--- config.mk ---
export PLATFORM = sky130hd
export DESIGN_NAME = length_framed_topic_deframer_flat
export DESIGN_NICKNAME = d
export VERILOG_FILES = /design/src/rtl/lftd_pkg.sv /design/src/rtl/lftd_if.sv /design/src/rtl/lftd_core.sv /design/src/rtl/length_framed_topic_deframer.sv /design/src/flat_wrapper.sv
export VERILOG_INCLUDE_DIRS = /design/src /design/src/rtl
export SDC_FILE = /design/constraint.sdc
export NUM_CORES = 1
export LEC_CHECK = 0
export BUFFER_PORTS_ARGS = -buffer_cell sky130_fd_sc_hd__buf_4
export CAP_MARGIN = 20
export CORE_MARGIN = 4
export CORE_UTILIZATION = 25
export DETAILED_ROUTE_END_ITERATION = 6
export PLACE_DENSITY_LB_ADDON = 0.05
export SYNTH_ARGS = -nofsm -noshare
export SYNTH_HDL_FRONTEND = slang
export SYNTH_SLANG_ARGS = --single-unit
--- constraint.sdc ---
create_clock -name clk -period 3.05 [get_ports clk]
set_clock_uncertainty 0.15 [all_clocks]
set_input_delay 0.4575 -clock clk [delete_from_list [all_inputs] [get_ports clk]]
set_output_delay 0.4575 -clock clk [all_outputs]
set_load 0.02 [all_outputs]
--- src/rtl/length_framed_topic_deframer_defines.svh ---
// Assertion macros shared by the deframer RTL.
`ifndef LENGTH_FRAMED_TOPIC_DEFRAMER_DEFINES_SVH
`define LENGTH_FRAMED_TOPIC_DEFRAMER_DEFINES_SVH

// Same-cycle implication, sampled on clk, off while rst is high
`define LFTD_ASSERT(label, ante, cons) \
  label: assert property (@(posedge clk) disable iff (rst) (ante) |-> (cons)) \
    else $error("deframer assertion failed");

// Next-cycle implication, sampled on clk, off while rst is high
`define LFTD_ASSERT_NEXT(label, ante, cons) \
  label: assert property (@(posedge clk) disable iff (rst) (ante) |=> (cons)) \
    else $error("deframer assertion failed");

`endif

--- src/rtl/lftd_pkg.sv ---
// Types and constants for the length-framed topic deframer.
`default_nettype none

package lftd_pkg;

  // Header walker positions: 0..3 sync bytes, 4..7 length bytes, 8 payload
  typedef logic [3:0] hdr_phase_t;
  localparam hdr_phase_t HP_HUNT       = 4'd0;
  localparam hdr_phase_t HP_SYNC_LAST  = 4'd3;
  localparam hdr_phase_t HP_LEN_FIRST  = 4'd4;
  localparam hdr_phase_t HP_LEN_LAST   = 4'd7;
  localparam hdr_phase_t HP_PAYLOAD    = 4'd8;

  localparam logic [7:0] HDR_SYNC = 8'hAA;

  // Handshake magic, followed by four zero bytes
  localparam logic [7:0] HS_MAGIC [4] = '{8'hAA, 8'hBB, 8'hCC, 8'hDD};

  // Payload field walker
  typedef enum logic [2:0] {
    FP_TOPIC_LEN = 3'd0,
    FP_TOPIC     = 3'd1,
    FP_TYPE_LEN  = 3'd2,
    FP_TYPE      = 3'd3,
    FP_DLEN_HI   = 3'd4,
    FP_DLEN_LO   = 3'd5,
    FP_DATA      = 3'd6,
    FP_SURPLUS   = 3'd7
  } field_phase_t;

  typedef enum logic [2:0] {
    CLS_NONE       = 3'd0,
    CLS_TOPIC_LEN  = 3'd1,
    CLS_TOPIC_BYTE = 3'd2,
    CLS_TYPE_LEN   = 3'd3,
    CLS_TYPE_BYTE  = 3'd4,
    CLS_DATA_LEN   = 3'd5,
    CLS_DATA_BYTE  = 3'd6,
    CLS_SURPLUS    = 3'd7
  } byte_class_t;

  typedef enum logic [2:0] {
    ST_BUSY      = 3'd0,
    ST_GOOD      = 3'd1,
    ST_MALFORMED = 3'd2,
    ST_HS_OK     = 3'd3,
    ST_HS_FAIL   = 3'd4,
    ST_LOCKED    = 3'd5
  } status_t;

  // Control state that does not depend on the length width
  typedef struct packed {
    hdr_phase_t   header_phase;
    logic         handshake_pending;
    logic         locked_out;
    logic         len_ovf;
    field_phase_t field_phase;
    logic [15:0]  field_remaining;
  } lftd_ctrl_t;

  typedef struct packed {
    logic       kind;
    logic [7:0] byte_value;
    logic       expect_handshake;
  } lftd_item_t;

  typedef struct packed {
    byte_class_t byte_class;
    logic [7:0]  byte_out;
    logic        frame_end;
    status_t     status;
  } lftd_result_t;

endpackage

`default_nettype wire

--- src/rtl/lftd_if.sv ---
// Valid/ready channel interfaces for the deframer input and result items.
`default_nettype none

interface lftd_in_if;
  logic       valid;
  logic       ready;
  logic       kind;
  logic [7:0] byte_value;
  logic       expect_handshake;

  modport source (output valid, kind, byte_value, expect_handshake, input ready);
  modport sink   (input valid, kind, byte_value, expect_handshake, output ready);
endinterface

interface lftd_out_if;
  logic       valid;
  logic       ready;
  logic [2:0] byte_class;
  logic [7:0] byte_out;
  logic       frame_end;
  logic [2:0] status;

  modport source (output valid, byte_class, byte_out, frame_end, status, input ready);
  modport sink   (input valid, byte_class, byte_out, frame_end, status, output ready);
endinterface

`default_nettype wire

--- src/rtl/lftd_core.sv ---
// Next-state and result logic of the deframer for one item.
`default_nettype none

module lftd_core #(
  parameter int LENGTH_BITS = 32
) (
  input  lftd_pkg::lftd_item_t   item,
  input  lftd_pkg::lftd_ctrl_t   ctrl,
  input  logic [LENGTH_BITS-1:0] frame_length,
  input  logic [LENGTH_BITS-1:0] frame_left,
  output lftd_pkg::lftd_ctrl_t   ctrl_next,
  output logic [LENGTH_BITS-1:0] frame_length_next,
  output logic [LENGTH_BITS-1:0] frame_left_next,
  output lftd_pkg::lftd_result_t result
);
  import lftd_pkg::*;

  logic [7:0]             b;
  logic [7:0]             hs_want;
  logic [LENGTH_BITS-1:0] len_base;
  logic                   ovf_base;
  logic [LENGTH_BITS-1:0] len_shift;
  logic                   ovf_shift;
  logic [15:0]            rem_dec;
  logic [15:0]            rem_lo;
  byte_class_t            wf_class;
  field_phase_t           wf_phase;
  logic [15:0]            wf_rem;
  logic                   last_byte;

  assign b = item.byte_value;

  // Expected handshake byte: magic first, then zeros
  assign hs_want = (ctrl.header_phase <= HP_SYNC_LAST) ? HS_MAGIC[ctrl.header_phase[1:0]]
                                                       : 8'h00;

  // Big-endian length accumulation; bits pushed above the width flag oversize
  assign len_base  = (ctrl.header_phase == HP_LEN_FIRST) ? '0 : frame_length;
  assign ovf_base  = (ctrl.header_phase == HP_LEN_FIRST) ? 1'b0 : ctrl.len_ovf;
  assign len_shift = {len_base[LENGTH_BITS-9:0], b};
  assign ovf_shift = ovf_base | (|len_base[LENGTH_BITS-1:LENGTH_BITS-8]);

  assign rem_dec   = ctrl.field_remaining - 16'd1;
  assign rem_lo    = ctrl.field_remaining | {8'h00, b};
  assign last_byte = (frame_left == LENGTH_BITS'(1));

  // Payload field walker
  always_comb begin
    wf_class = CLS_SURPLUS;
    wf_phase = FP_SURPLUS;
    wf_rem   = ctrl.field_remaining;
    unique case (ctrl.field_phase)
      FP_TOPIC_LEN: begin
        wf_class = CLS_TOPIC_LEN;
        wf_rem   = {8'h00, b};
        wf_phase = (b != 8'h00) ? FP_TOPIC : FP_TYPE_LEN;
      end
      FP_TOPIC: begin
        wf_class = CLS_TOPIC_BYTE;
        wf_rem   = rem_dec;
        wf_phase = (rem_dec == 16'd0) ? FP_TYPE_LEN : FP_TOPIC;
      end
      FP_TYPE_LEN: begin
        wf_class = CLS_TYPE_LEN;
        wf_rem   = {8'h00, b};
        wf_phase = (b != 8'h00) ? FP_TYPE : FP_DLEN_HI;
      end
      FP_TYPE: begin
        wf_class = CLS_TYPE_BYTE;
        wf_rem   = rem_dec;
        wf_phase = (rem_dec == 16'd0) ? FP_DLEN_HI : FP_TYPE;
      end
      FP_DLEN_HI: begin
        wf_class = CLS_DATA_LEN;
        wf_rem   = {b, 8'h00};
        wf_phase = FP_DLEN_LO;
      end
      FP_DLEN_LO: begin
        wf_class = CLS_DATA_LEN;
        wf_rem   = rem_lo;
        wf_phase = (rem_lo != 16'd0) ? FP_DATA : FP_SURPLUS;
      end
      FP_DATA: begin
        wf_class = CLS_DATA_BYTE;
        wf_rem   = rem_dec;
        wf_phase = (rem_dec == 16'd0) ? FP_SURPLUS : FP_DATA;
      end
      default: begin
        wf_class = CLS_SURPLUS;
        wf_phase = FP_SURPLUS;
      end
    endcase
  end

  // Main item decode
  always_comb begin
    ctrl_next         = ctrl;
    frame_length_next = frame_length;
    frame_left_next   = frame_left;
    result            = '{byte_class: CLS_NONE, byte_out: b, frame_end: 1'b0,
                          status: ST_BUSY};

    if (item.kind) begin
      // New connection: clear everything
      ctrl_next                   = '0;
      ctrl_next.field_phase       = FP_TOPIC_LEN;
      ctrl_next.handshake_pending = item.expect_handshake;
      frame_length_next           = '0;
      frame_left_next             = '0;
      result.byte_out             = 8'h00;
    end else if (ctrl.locked_out) begin
      result.status = ST_LOCKED;
    end else if (ctrl.handshake_pending) begin
      if (b != hs_want) begin
        ctrl_next.locked_out   = 1'b1;
        ctrl_next.header_phase = HP_HUNT;
        result.frame_end       = 1'b1;
        result.status          = ST_HS_FAIL;
      end else if (ctrl.header_phase >= HP_LEN_LAST) begin
        ctrl_next.handshake_pending = 1'b0;
        ctrl_next.header_phase      = HP_HUNT;
        result.frame_end            = 1'b1;
        result.status               = ST_HS_OK;
      end else begin
        ctrl_next.header_phase = ctrl.header_phase + 4'd1;
      end
    end else if (ctrl.header_phase == HP_HUNT) begin
      if (b == HDR_SYNC) begin
        ctrl_next.header_phase = ctrl.header_phase + 4'd1;
      end
    end else if (ctrl.header_phase <= HP_SYNC_LAST) begin
      // Zero bytes after sync; anything else restarts the hunt
      ctrl_next.header_phase = (b == 8'h00) ? ctrl.header_phase + 4'd1 : HP_HUNT;
    end else if (ctrl.header_phase < HP_LEN_LAST) begin
      frame_length_next      = len_shift;
      ctrl_next.len_ovf      = ovf_shift;
      ctrl_next.header_phase = ctrl.header_phase + 4'd1;
    end else if (ctrl.header_phase == HP_LEN_LAST) begin
      frame_length_next = len_shift;
      ctrl_next.len_ovf = ovf_shift;
      if (ovf_shift || (len_shift == '0)) begin
        // Empty or oversize frame
        ctrl_next.header_phase = HP_HUNT;
        result.frame_end       = 1'b1;
        result.status          = ST_MALFORMED;
      end else begin
        frame_left_next           = len_shift;
        ctrl_next.field_phase     = FP_TOPIC_LEN;
        ctrl_next.field_remaining = 16'd0;
        ctrl_next.header_phase    = HP_PAYLOAD;
      end
    end else begin
      // Payload byte
      result.byte_class = wf_class;
      frame_left_next   = frame_left - LENGTH_BITS'(1);
      if (last_byte) begin
        ctrl_next.header_phase    = HP_HUNT;
        ctrl_next.field_phase     = FP_TOPIC_LEN;
        ctrl_next.field_remaining = 16'd0;
        result.frame_end          = 1'b1;
        result.status             = (wf_phase == FP_SURPLUS) ? ST_GOOD : ST_MALFORMED;
      end else begin
        ctrl_next.field_phase     = wf_phase;
        ctrl_next.field_remaining = wf_rem;
      end
    end
  end

endmodule

`default_nettype wire

--- src/rtl/length_framed_topic_deframer.sv ---
// Top level of the length-framed topic deframer.
//
// Takes one item per cycle, either a received stream byte or a connection
// start, and returns exactly one result item for each. An item passes an
// input register and then the decode logic into a result register, where
// its result is offered until the output side takes it; a new item is
// accepted every cycle as long as the result register drains, and the block
// stalls only when a finished result is held by the output side. The length
// field is LENGTH_BITS wide; a received length that does not fit in it, or
// a length of zero, is reported as a malformed frame on its last length
// byte.
`default_nettype none
`include "length_framed_topic_deframer_defines.svh"

module length_framed_topic_deframer #(
  parameter int LENGTH_BITS = 32
) (
  input wire logic   clk,
  input wire logic   rst,
  lftd_in_if.sink    in_item,
  lftd_out_if.source out_item
);
  import lftd_pkg::*;

  logic                   s1_valid;
  lftd_item_t             s1_item;
  logic                   out_valid;
  lftd_result_t           out_res;
  logic                   advance;

  lftd_ctrl_t             ctrl;
  lftd_ctrl_t             ctrl_next;
  logic [LENGTH_BITS-1:0] frame_length;
  logic [LENGTH_BITS-1:0] frame_length_next;
  logic [LENGTH_BITS-1:0] frame_left;
  logic [LENGTH_BITS-1:0] frame_left_next;
  lftd_result_t           res_next;

  // Item moves from the input register into the result register
  assign advance      = s1_valid && (!out_valid || out_item.ready);
  assign in_item.ready = !s1_valid || advance;

  // Input register
  always_ff @(posedge clk) begin
    if (rst) begin
      s1_valid <= 1'b0;
    end else if (in_item.ready) begin
      s1_valid <= in_item.valid;
    end
  end

  always_ff @(posedge clk) begin
    if (in_item.valid && in_item.ready) begin
      s1_item <= '{kind: in_item.kind, byte_value: in_item.byte_value,
                   expect_handshake: in_item.expect_handshake};
    end
  end

  lftd_core #(
    .LENGTH_BITS(LENGTH_BITS)
  ) u_core (
    .item              (s1_item),
    .ctrl              (ctrl),
    .frame_length      (frame_length),
    .frame_left        (frame_left),
    .ctrl_next         (ctrl_next),
    .frame_length_next (frame_length_next),
    .frame_left_next   (frame_left_next),
    .result            (res_next)
  );

  // Parser state commits when the item moves on; all-zero is hunting,
  // no handshake, unlocked and expecting the topic length
  always_ff @(posedge clk) begin
    if (rst) begin
      ctrl <= '0;
    end else if (advance) begin
      ctrl <= ctrl_next;
    end
  end

  always_ff @(posedge clk) begin
    if (advance) begin
      frame_length <= frame_length_next;
      frame_left   <= frame_left_next;
    end
  end

  // Result register
  always_ff @(posedge clk) begin
    if (rst) begin
      out_valid <= 1'b0;
    end else if (advance) begin
      out_valid <= 1'b1;
    end else if (out_item.ready) begin
      out_valid <= 1'b0;
    end
  end

  always_ff @(posedge clk) begin
    if (advance) begin
      out_res <= res_next;
    end
  end

  assign out_item.valid      = out_valid;
  assign out_item.byte_class = out_res.byte_class;
  assign out_item.byte_out   = out_res.byte_out;
  assign out_item.frame_end  = out_res.frame_end;
  assign out_item.status     = out_res.status;

  // Checks
  `LFTD_ASSERT(a_lock_hunts, ctrl.locked_out, ctrl.header_phase == HP_HUNT)
  `LFTD_ASSERT(a_payload_left, ctrl.header_phase == HP_PAYLOAD, frame_left != '0)
  `LFTD_ASSERT_NEXT(a_conn_clears, advance && s1_item.kind,
                    !ctrl.locked_out && (ctrl.header_phase == HP_HUNT))
  `LFTD_ASSERT(a_end_status, out_valid && out_res.frame_end,
               (out_res.status != ST_BUSY) && (out_res.status != ST_LOCKED))

endmodule

`default_nettype wire
--- src/flat_wrapper.sv ---
// flat-port wrapper written by rule: the top's interface ports become plain ports
module length_framed_topic_deframer_flat import lftd_pkg::*;
#(
  parameter int LENGTH_BITS = 32
)
  (clk, rst, in_item_valid, in_item_kind, in_item_byte_value, in_item_expect_handshake, in_item_ready, out_item_valid, out_item_byte_class, out_item_byte_out, out_item_frame_end, out_item_status, out_item_ready);
  lftd_in_if in_item_i ();
  lftd_out_if out_item_i ();
  input wire logic clk;
  input wire logic rst;
  input wire logic [$bits(in_item_i.valid)-1:0] in_item_valid;
  input wire logic [$bits(in_item_i.kind)-1:0] in_item_kind;
  input wire logic [$bits(in_item_i.byte_value)-1:0] in_item_byte_value;
  input wire logic [$bits(in_item_i.expect_handshake)-1:0] in_item_expect_handshake;
  output wire logic [$bits(in_item_i.ready)-1:0] in_item_ready;
  output wire logic [$bits(out_item_i.valid)-1:0] out_item_valid;
  output wire logic [$bits(out_item_i.byte_class)-1:0] out_item_byte_class;
  output wire logic [$bits(out_item_i.byte_out)-1:0] out_item_byte_out;
  output wire logic [$bits(out_item_i.frame_end)-1:0] out_item_frame_end;
  output wire logic [$bits(out_item_i.status)-1:0] out_item_status;
  input wire logic [$bits(out_item_i.ready)-1:0] out_item_ready;
  assign in_item_i.valid = in_item_valid;
  assign in_item_i.kind = in_item_kind;
  assign in_item_i.byte_value = in_item_byte_value;
  assign in_item_i.expect_handshake = in_item_expect_handshake;
  assign in_item_ready = in_item_i.ready;
  assign out_item_valid = out_item_i.valid;
  assign out_item_byte_class = out_item_i.byte_class;
  assign out_item_byte_out = out_item_i.byte_out;
  assign out_item_frame_end = out_item_i.frame_end;
  assign out_item_status = out_item_i.status;
  assign out_item_i.ready = out_item_ready;
  length_framed_topic_deframer #(.LENGTH_BITS(LENGTH_BITS)) u_core (.clk(clk), .rst(rst), .in_item(in_item_i), .out_item(out_item_i));
endmodule
==> impl_metrics.env, run 1 <==
export IMPL_final_hold_viol_count=0
export IMPL_numCtsBuffers=17
export IMPL_rsz0062_at_grt="no"
export IMPL_finalNonFillerCells=1051
export IMPL_power_density_mw_per_mm2=532
export IMPL_dp_hpwl_um=14700
export IMPL_synthArstFlopShare_pct=0
export IMPL_final_core_util_pct=31.0
export IMPL_antenna_found_initial=1
export IMPL_cts_tree="built"
export IMPL_fin_tns_setup_ns=0
export IMPL_grt_ovfl_total=0
export IMPL_holdBufCountCts=0
export IMPL_cp_startpoint="u_core.ctrl[5]"
export IMPL_drv_cap=0
export IMPL_die_area_mm2=0.0283
export IMPL_n_antenna_cell=0
export IMPL_crit_type="reg2reg"
export IMPL_gr_max_usage_layer="met2"
export IMPL_r2r_end="u_core.ctrl[18]"
export IMPL_end_kind="flip-flop"
export IMPL_place_area_mm2=0.00725
export IMPL_core_rowCount=58
export IMPL_grt_max_degree=39
export IMPL_ff2ff_setup_slack_ns=0.14
export IMPL_insertion_delay_ns=0.41
export IMPL_crit_path_end="u_core.ctrl[18]"
export IMPL_htreeDepth=4
export IMPL_grt_util_met3_pct=3.33
export IMPL_finalCritPeriodShare_pct=95.5
export IMPL_path_clk_slew_ns=0.06
export IMPL_required_ns=3.23
export IMPL_synth_warnings=0
export IMPL_routed_wl_um=20800
export IMPL_postCtsSetupRepairBufs=0
export IMPL_start_kind="flip-flop"
export IMPL_worstRegToRegCells=8
export IMPL_wl_per_cell_um=19.8
export IMPL_crit_path_max_fanout=8
export IMPL_min_period_ns=2.91
export IMPL_grt_usage_pct=14.9
export IMPL_area_delta_synth_final_pct=21.9
export IMPL_vias=5360
export IMPL_start_util_pct=25.4
export IMPL_final_layout_size_suffix_gt1_share_pct=16.1
export IMPL_synth_ff_type="edfxtp_1"
export IMPL_crit_arrival_ns=3.09
export IMPL_worstHoldPathType="in2reg"
export IMPL_grt_pass1_vias=5288
export IMPL_setup_viol=0
export IMPL_drt_pre_antenna_iters=5
export IMPL_rr_startpoint="u_core.ctrl[5]"
export IMPL_vias_per_cell=5.10
export IMPL_use_met2_pct=23.0
export IMPL_yosysSeqAreaShare_pct=50.4
export IMPL_drt_iter0_markers=528
export IMPL_io_pins=31
export IMPL_synth_area_mm2=0.00642
export IMPL_status="finished clean"
export IMPL_relSlewSlack_pct=40.0
export IMPL_synth_seq_cells=117
export IMPL_root_buffer="clkbuf_16"
export IMPL_layout_nets=731
export IMPL_leakage_nw=2.80
export IMPL_fp_dieW_um=168
export IMPL_synth_edf_count=89
export IMPL_fmax_ghz=0.343
export IMPL_syn_nets=681
export IMPL_die_y_um=168
export IMPL_ir_drop_mv=0.209
export IMPL_drc=0
export IMPL_avgSynthCellArea_um2=9.71
export IMPL_clock_sinks=117
export IMPL_ant_nets=0
export IMPL_synth_cells=661
export IMPL_yosysUniqueCellTypes=65
export IMPL_core_area_mm2=0.0253
export IMPL_grt_pass1_wl_um=32600
export IMPL_dp_cells=1022
export IMPL_port_buffers=30
export IMPL_use_met1_pct=21.2
export IMPL_worst_pin_slew_ns=0.899
export IMPL_fin_area_mm2=0.00782
export IMPL_gp_congestion=0.826
export IMPL_maxSlewViolCount=0
export IMPL_clockBufferDepth=2
## metrics by stage
step | setup slack, ns | hold slack (ns) | total power, W
3_3_place_gp | 0.143 | 0.342 | 0.00219
2_1_floorplan | 0.0808 | 0.312 | 0.00204
3_5_place_dp | 0.183 | 0.354 | 0.00219
6_report | 0.137 | 0.0656 | 0.00416
5_1_grt | 0.00143 | 0.0437 | 0.00434
4_1_cts | 0.168 | 0.0455 | 0.00422
## worst min path at each step
stage / to / startpoint / depth (start not counted) / slack (ns)
floorplan: u_core.ctrl[19] / u_core.ctrl[19] / 2 / 0.31
global placement: u_core.ctrl[19] / u_core.ctrl[19] / 2 / 0.34
detailed placement: u_core.ctrl[19] / u_core.ctrl[19] / 2 / 0.35
CTS: u_core.s1_item[2] / in_item_byte_value[1] / 1 / 0.05
global route: u_core.s1_item[0] / in_item_expect_handshake / 1 / 0.04
finish: u_core.s1_item[0] / in_item_expect_handshake / 1 / 0.07
## state kept, by name, summed over array words and instances, names as in the netlist
signal,cells
u_core.frame_left,32
u_core.frame_length,32
u_core.ctrl,26
u_core.s1_item,10
u_core.out_item.byte_out,8
u_core.out_item.byte_class,3
u_core.out_item.status,3
u_core.out_item.frame_end,1
u_core.out_item.valid,1
u_core.s1_valid,1
## cell type report
class,count,area [um^2]
sequential,117,3230
tap,330,413
clock inverter,11,138
multi-input combinational,483,2960
clock buffer,18,429
fill,2657,17400
timing repair buffer,77,591
inverter,15,56.3
## power breakdown
part	total [W]	switching (W)	leakage (nW)	internal, W
Clock	0.00201	0.000748	0.266	0.00126
Sequential	0.00181	0.0000409	1.07	0.00177
Combinational	0.000342	0.000209	1.47	0.000133
## logic make-up after synthesis
kind of cell / Yosys count / synth area share (%)
adder cells (fa/ha/maj): 6 / 1.17
multiplexers: 1 / 0.156
AND/OR/NAND/NOR: 289 / 23.2
buffers and inverters: 61 / 3.74
AO/OA/AOI/OAI: 151 / 16.5
XOR/XNOR: 36 / 4.91
flip-flops: 117 / 50.4
## Yosys cell counts (all sizes together) (7+ instances only)
| cell | count | area, um^2 |
|---|---|---|
| nand4 | 9 | 56.3 |
| inv | 14 | 52.6 |
| or3 | 7 | 43.8 |
| nand2 | 44 | 168 |
| buf | 7 | 35.0 |
| a211oi | 7 | 52.6 |
| and3 | 28 | 175 |
| xor2 | 13 | 114 |
| or4 | 8 | 63.8 |
| a21oi | 42 | 210 |
| nor2b | 13 | 81.3 |
| clkbuf | 39 | 149 |
| nand3 | 19 | 95.1 |
| xnor2 | 23 | 201 |
| dfxtp | 28 | 561 |
| nor4 | 24 | 150 |
| o21ai | 19 | 95.1 |
| a2bb2oi | 8 | 70.1 |
| a22oi | 17 | 128 |
| edfxtp | 89 | 2670 |
| nor2 | 90 | 338 |
| nor3 | 20 | 105 |
## per-layer routing
layer  part of all wire (%)  vias up  wire length [um]
met1                     49     2615             10200
met2                     46      132              9460
li1                       -     2592                 -
met4                    1.5        0               303
met3                    4.1       21               850
met5                      0        -                 0
## critical path, stage by stage, from the launching register on
cell and delay [ns]:
dfxtp_1 0.36, or4_1 0.69, and4bb_2 0.36, xnor2_1 0.18
nand4_1 0.20, buf_4 0.20, o31ai_1 0.31, a31oi_1 0.13
nor2b_1 0.22
## placed cells by master (no fill, tap or decap), types with 6 or more instances in the layout
master	instances
a211oi_1	7
o221ai_1	6
nor2b_1	13
nor2_1	89
ha_1	6
edfxtp_1	89
dfxtp_1	28
nand3_1	19
xnor2_1	23
a22oi_1	17
and3_1	28
nor4_1	24
o21ai_0	19
clkbuf_16	17
nor3_1	19
buf_4	76
or4_1	7
nand4_1	9
nand2_1	43
or3_1	7
a21oi_1	41
inv_1	13
a2bb2oi_1	8
xor2_1	13
## repair_timing
item                       CTS  global route
setup endpoints to repair    0             1
resized for setup            0             1
hold endpoints to repair     0             0
Power figures use the tool's default switching activity.
==> run 2: changes to the inputs <==
--- a/config.mk
+++ b/config.mk
@@ -8,10 +8,13 @@
 export LEC_CHECK = 0
 export BUFFER_PORTS_ARGS = -buffer_cell sky130_fd_sc_hd__buf_4
 export CAP_MARGIN = 20
+export CELL_PAD_IN_SITES_DETAIL_PLACEMENT = 1
+export CELL_PAD_IN_SITES_GLOBAL_PLACEMENT = 1
 export CORE_MARGIN = 4
 export CORE_UTILIZATION = 25
 export DETAILED_ROUTE_END_ITERATION = 6
 export PLACE_DENSITY_LB_ADDON = 0.05
 export SYNTH_ARGS = -nofsm -noshare
 export SYNTH_HDL_FRONTEND = slang
+export SYNTH_HIERARCHICAL = 1
 export SYNTH_SLANG_ARGS = --single-unit
==> impl_metrics.env, run 2 <==
export IMPL_hp_start="in_item_byte_value[5]"
export IMPL_largestRegisters="u_core/frame_left: 32 flops, u_core/frame_length: 32 flops, u_core/ctrl: 26 flops"
export IMPL_root_buffer="clkbuf_16"
export IMPL_p_sw_share_pct=26.4
export IMPL_clockBufferDepth=2
export IMPL_hold_end="u_core/s1_item[6]"
export IMPL_end_kind="flip-flop"
export IMPL_p_total_w=0.00403
export IMPL_synth_ff_type="edfxtp_1"
export IMPL_vias_per_cell=5.35
export IMPL_worstRegToRegCells=10
export IMPL_synth_cells=920
export IMPL_n_antenna_cell=0
export IMPL_avgSynthCellArea_um2=8.73
export IMPL_wl_per_cell_um=21.5
export IMPL_drt_iter0_markers=546
export IMPL_core_area_mm2=0.0316
export IMPL_final_layout_size_suffix_gt1_share_pct=21.3
export IMPL_whs_path_depth=1
export IMPL_synth_most_common_cell="nand2_1"
export IMPL_dp_cells=1388
export IMPL_worstHoldPathType="in2reg"
export IMPL_grt_max_degree=61
export IMPL_min_period_ns=2.92
export IMPL_cts_tree="built"
export IMPL_synth_edf_count=89
export IMPL_fmax_ghz=0.342
export IMPL_grt_pass1_vias=8018
export IMPL_r2r_end="u_core/ctrl[17]"
export IMPL_worst_pin_slew_ns=0.919
export IMPL_crit_top_cell="or4_4"
export IMPL_rr_startpoint="u_core/frame_left[11]"
export IMPL_antenna_found_initial=1
export IMPL_critPathSlowestCell="or4_4"
export IMPL_nFillCells=3687
export IMPL_seqPwrFrac_pct=45.4
export IMPL_drt_pre_antenna_iters=7
export IMPL_cp_cell_sequence="or4_4 -> or3_4 -> or4_4 -> buf_4 -> nand2b_4 -> or4b_2 -> a21oi_1 -> a21o_1 -> nand2b_1 -> mux2i_1"
export IMPL_leakage_nw=3.56
export IMPL_fp_dieW_um=187
export IMPL_comb_power_share_pct=8.3
export IMPL_synth_area_mm2=0.00803
export IMPL_start_util_pct=25.4
export IMPL_holdBufCountCts=0
export IMPL_final_hold_viol_count=0
export IMPL_fin_area_mm2=0.00992
export IMPL_cp_startpoint="u_core/frame_left[11]"
export IMPL_numCtsBuffers=17
export IMPL_syn_nets=940
export IMPL_crit_path_max_fanout=5
export IMPL_layout_nets=1028
export IMPL_area_delta_synth_final_pct=23.5
export IMPL_die_y_um=187
export IMPL_status="finished clean"
export IMPL_synth_warnings=6
export IMPL_start_kind="flip-flop"
export IMPL_final_seq_area_mm2=0.00323
export IMPL_layout_commonest_cell="buf_4"
export IMPL_ant_nets=0
export IMPL_finalNonFillerCells=1423
export IMPL_yosysUniqueCellTypes=76
export IMPL_maxSlewViolCount=0
export IMPL_required_ns=3.21
export IMPL_power_density_mw_per_mm2=406
export IMPL_grt_usage_pct=17.3
export IMPL_grt_ovfl_total=0
export IMPL_grt_pass1_wl_um=47600
export IMPL_core_rowCount=65
export IMPL_synth_seq_cells=117
export IMPL_synth_top_area_cell="edfxtp_1"
export IMPL_dp_hpwl_um=20700
export IMPL_synthArstFlopShare_pct=0
export IMPL_finalCritPeriodShare_pct=95.8
export IMPL_insertion_delay_ns=0.44
export IMPL_final_cell_mix="buf_4, nand2_1, a21oi_1"
export IMPL_die_area_mm2=0.0351
export IMPL_synthTopCellsByArea="edfxtp_1, dfxtp_1, a21oi_1, nand2_1, nand2b_1"
export IMPL_routed_wl_um=30500
export IMPL_place_area_mm2=0.00927
export IMPL_power_switching_w=0.00106
export IMPL_vias=7609
export IMPL_ff2ff_setup_slack_ns=0.13
export IMPL_slowest_delay_ns=0.56
export IMPL_hold_slack_ns=0.0463
export IMPL_yosysSeqAreaShare_pct=40.2
export IMPL_setup_viol=0
export IMPL_drc=0
export IMPL_clock_sinks=117
export IMPL_io_pins=31
export IMPL_multi_input_area_mm2=0.00442
export IMPL_crit_family="simple AND/OR/NAND/NOR gates"
export IMPL_p_int_w=0.00297
export IMPL_port_buffers=30
export IMPL_crit_type="reg2reg"
export IMPL_htreeDepth=4
export IMPL_rsz0062_at_grt="yes"
export IMPL_ir_drop_mv=0.381
export IMPL_p_clk_share_pct=46.3
export IMPL_ys_top_cells_by_count="nand2_1, a21oi_1, edfxtp_1"
export IMPL_path_clk_slew_ns=0.06
export IMPL_relSlewSlack_pct=38.7
export IMPL_crit_arrival_ns=3.09
export IMPL_path_buf_inv=1
export IMPL_drv_cap=0
export IMPL_yosys_area_top_type_share_pct=33.3
export IMPL_gp_congestion=0.787
-- run 2: cell types whose count changed after synthesis, sizes merged, moves of 12 or more --
cell    delta
a21oi     +50
a22oi     -12
and3      -25
buf       +14
clkbuf    +17
mux2i     +30
nand2     +65
nand2b    +53
nand3     +24
nor2      -21
xnor2     -14
-- run 2: cell families (layout without fill, tap and decap cells) --
kind of cell,Yosys count,after routing,synth area share (%)
AOI/OAI and AO/OA,247,247,20.9
xor gates and xnor gates,17,17,1.85
adders and majority gates,6,6,0.935
buffers and inverters,101,202,5.86
DFF,117,117,40.2
muxes,31,31,3.86
and+or+nand+nor,401,401,26.4
-- run 2: per-layer routing --
layer	track usage, %	up-vias	share of wire [%]
li1	-	3599	-
met1	23.8	3851	48
met2	28.1	133	47
met3	3.10	26	3.1
met4	4.29	0	1.3
met5	0	-	0
-- run 2: area by class of cell --
| cell class | instances | area share [%] |
|---|---|---|
| Multi-Input combinational cell | 702 | 44.5 |
| Sequential cell | 117 | 32.6 |
| Tap cell | 402 | 5.07 |
| Inverter | 24 | 0.908 |
| Timing Repair Buffer | 146 | 11.6 |
| Clock buffer | 19 | 4.46 |
| Clock inverter | 13 | 0.857 |
-- run 2: timing repair --
item                                    CTS  global route
resized for setup                         3            20
setup buffers                             1             2
endpoints found under the setup margin   34            48
pin swaps                                 1             2
endpoints found under the hold margin     0             0
-- run 2: per-stage QoR --
stage	utilization, %	setup WS (ns)	TNS [ns]
2_1_floorplan	-	0.189	0
3_3_place_gp	29.3	-0.0748	-0.258
3_5_place_dp	29.3	-0.162	-1.59
4_1_cts	31.1	0.00744	0
5_1_grt	31.4	-0.0334	-0.0334
6_report	31.4	0.127	0
-- run 2: how the worst max path moves through the flow --
stage | to | slack [ns] | cells after the start
5_1_grt | u_core/ctrl[24] | -0.03 | 11
2_1_floorplan | u_core/ctrl[17] | 0.19 | 11
3_3_place_gp | u_core/ctrl[13] | -0.07 | 9
3_5_place_dp | u_core/frame_left[25] | -0.16 | 7
6_report | u_core/ctrl[17] | 0.13 | 10
4_1_cts | u_core/ctrl[0] | 0.007 | 10
-- run 2: worst reg2reg max path, cell delays in order, from the launching register on --
cell and delay (ns):
edfxtp_1 0.40, or4_4 0.55, or3_4 0.38, or4_4 0.56, buf_4 0.18, nand2b_4 0.11
or4b_2 0.14, a21oi_1 0.05, a21o_1 0.16, nand2b_1 0.06, mux2i_1 0.06
-- run 2: power groups by stage --
stage               clock network, W  logic (W)  registers, W
floorplan                          0   0.000173       0.00187
global placement                   0   0.000331       0.00186
detailed placement                 0   0.000338       0.00186
CTS                          0.00195   0.000339       0.00183
global route                 0.00201   0.000365       0.00184
finish                       0.00186   0.000335       0.00183
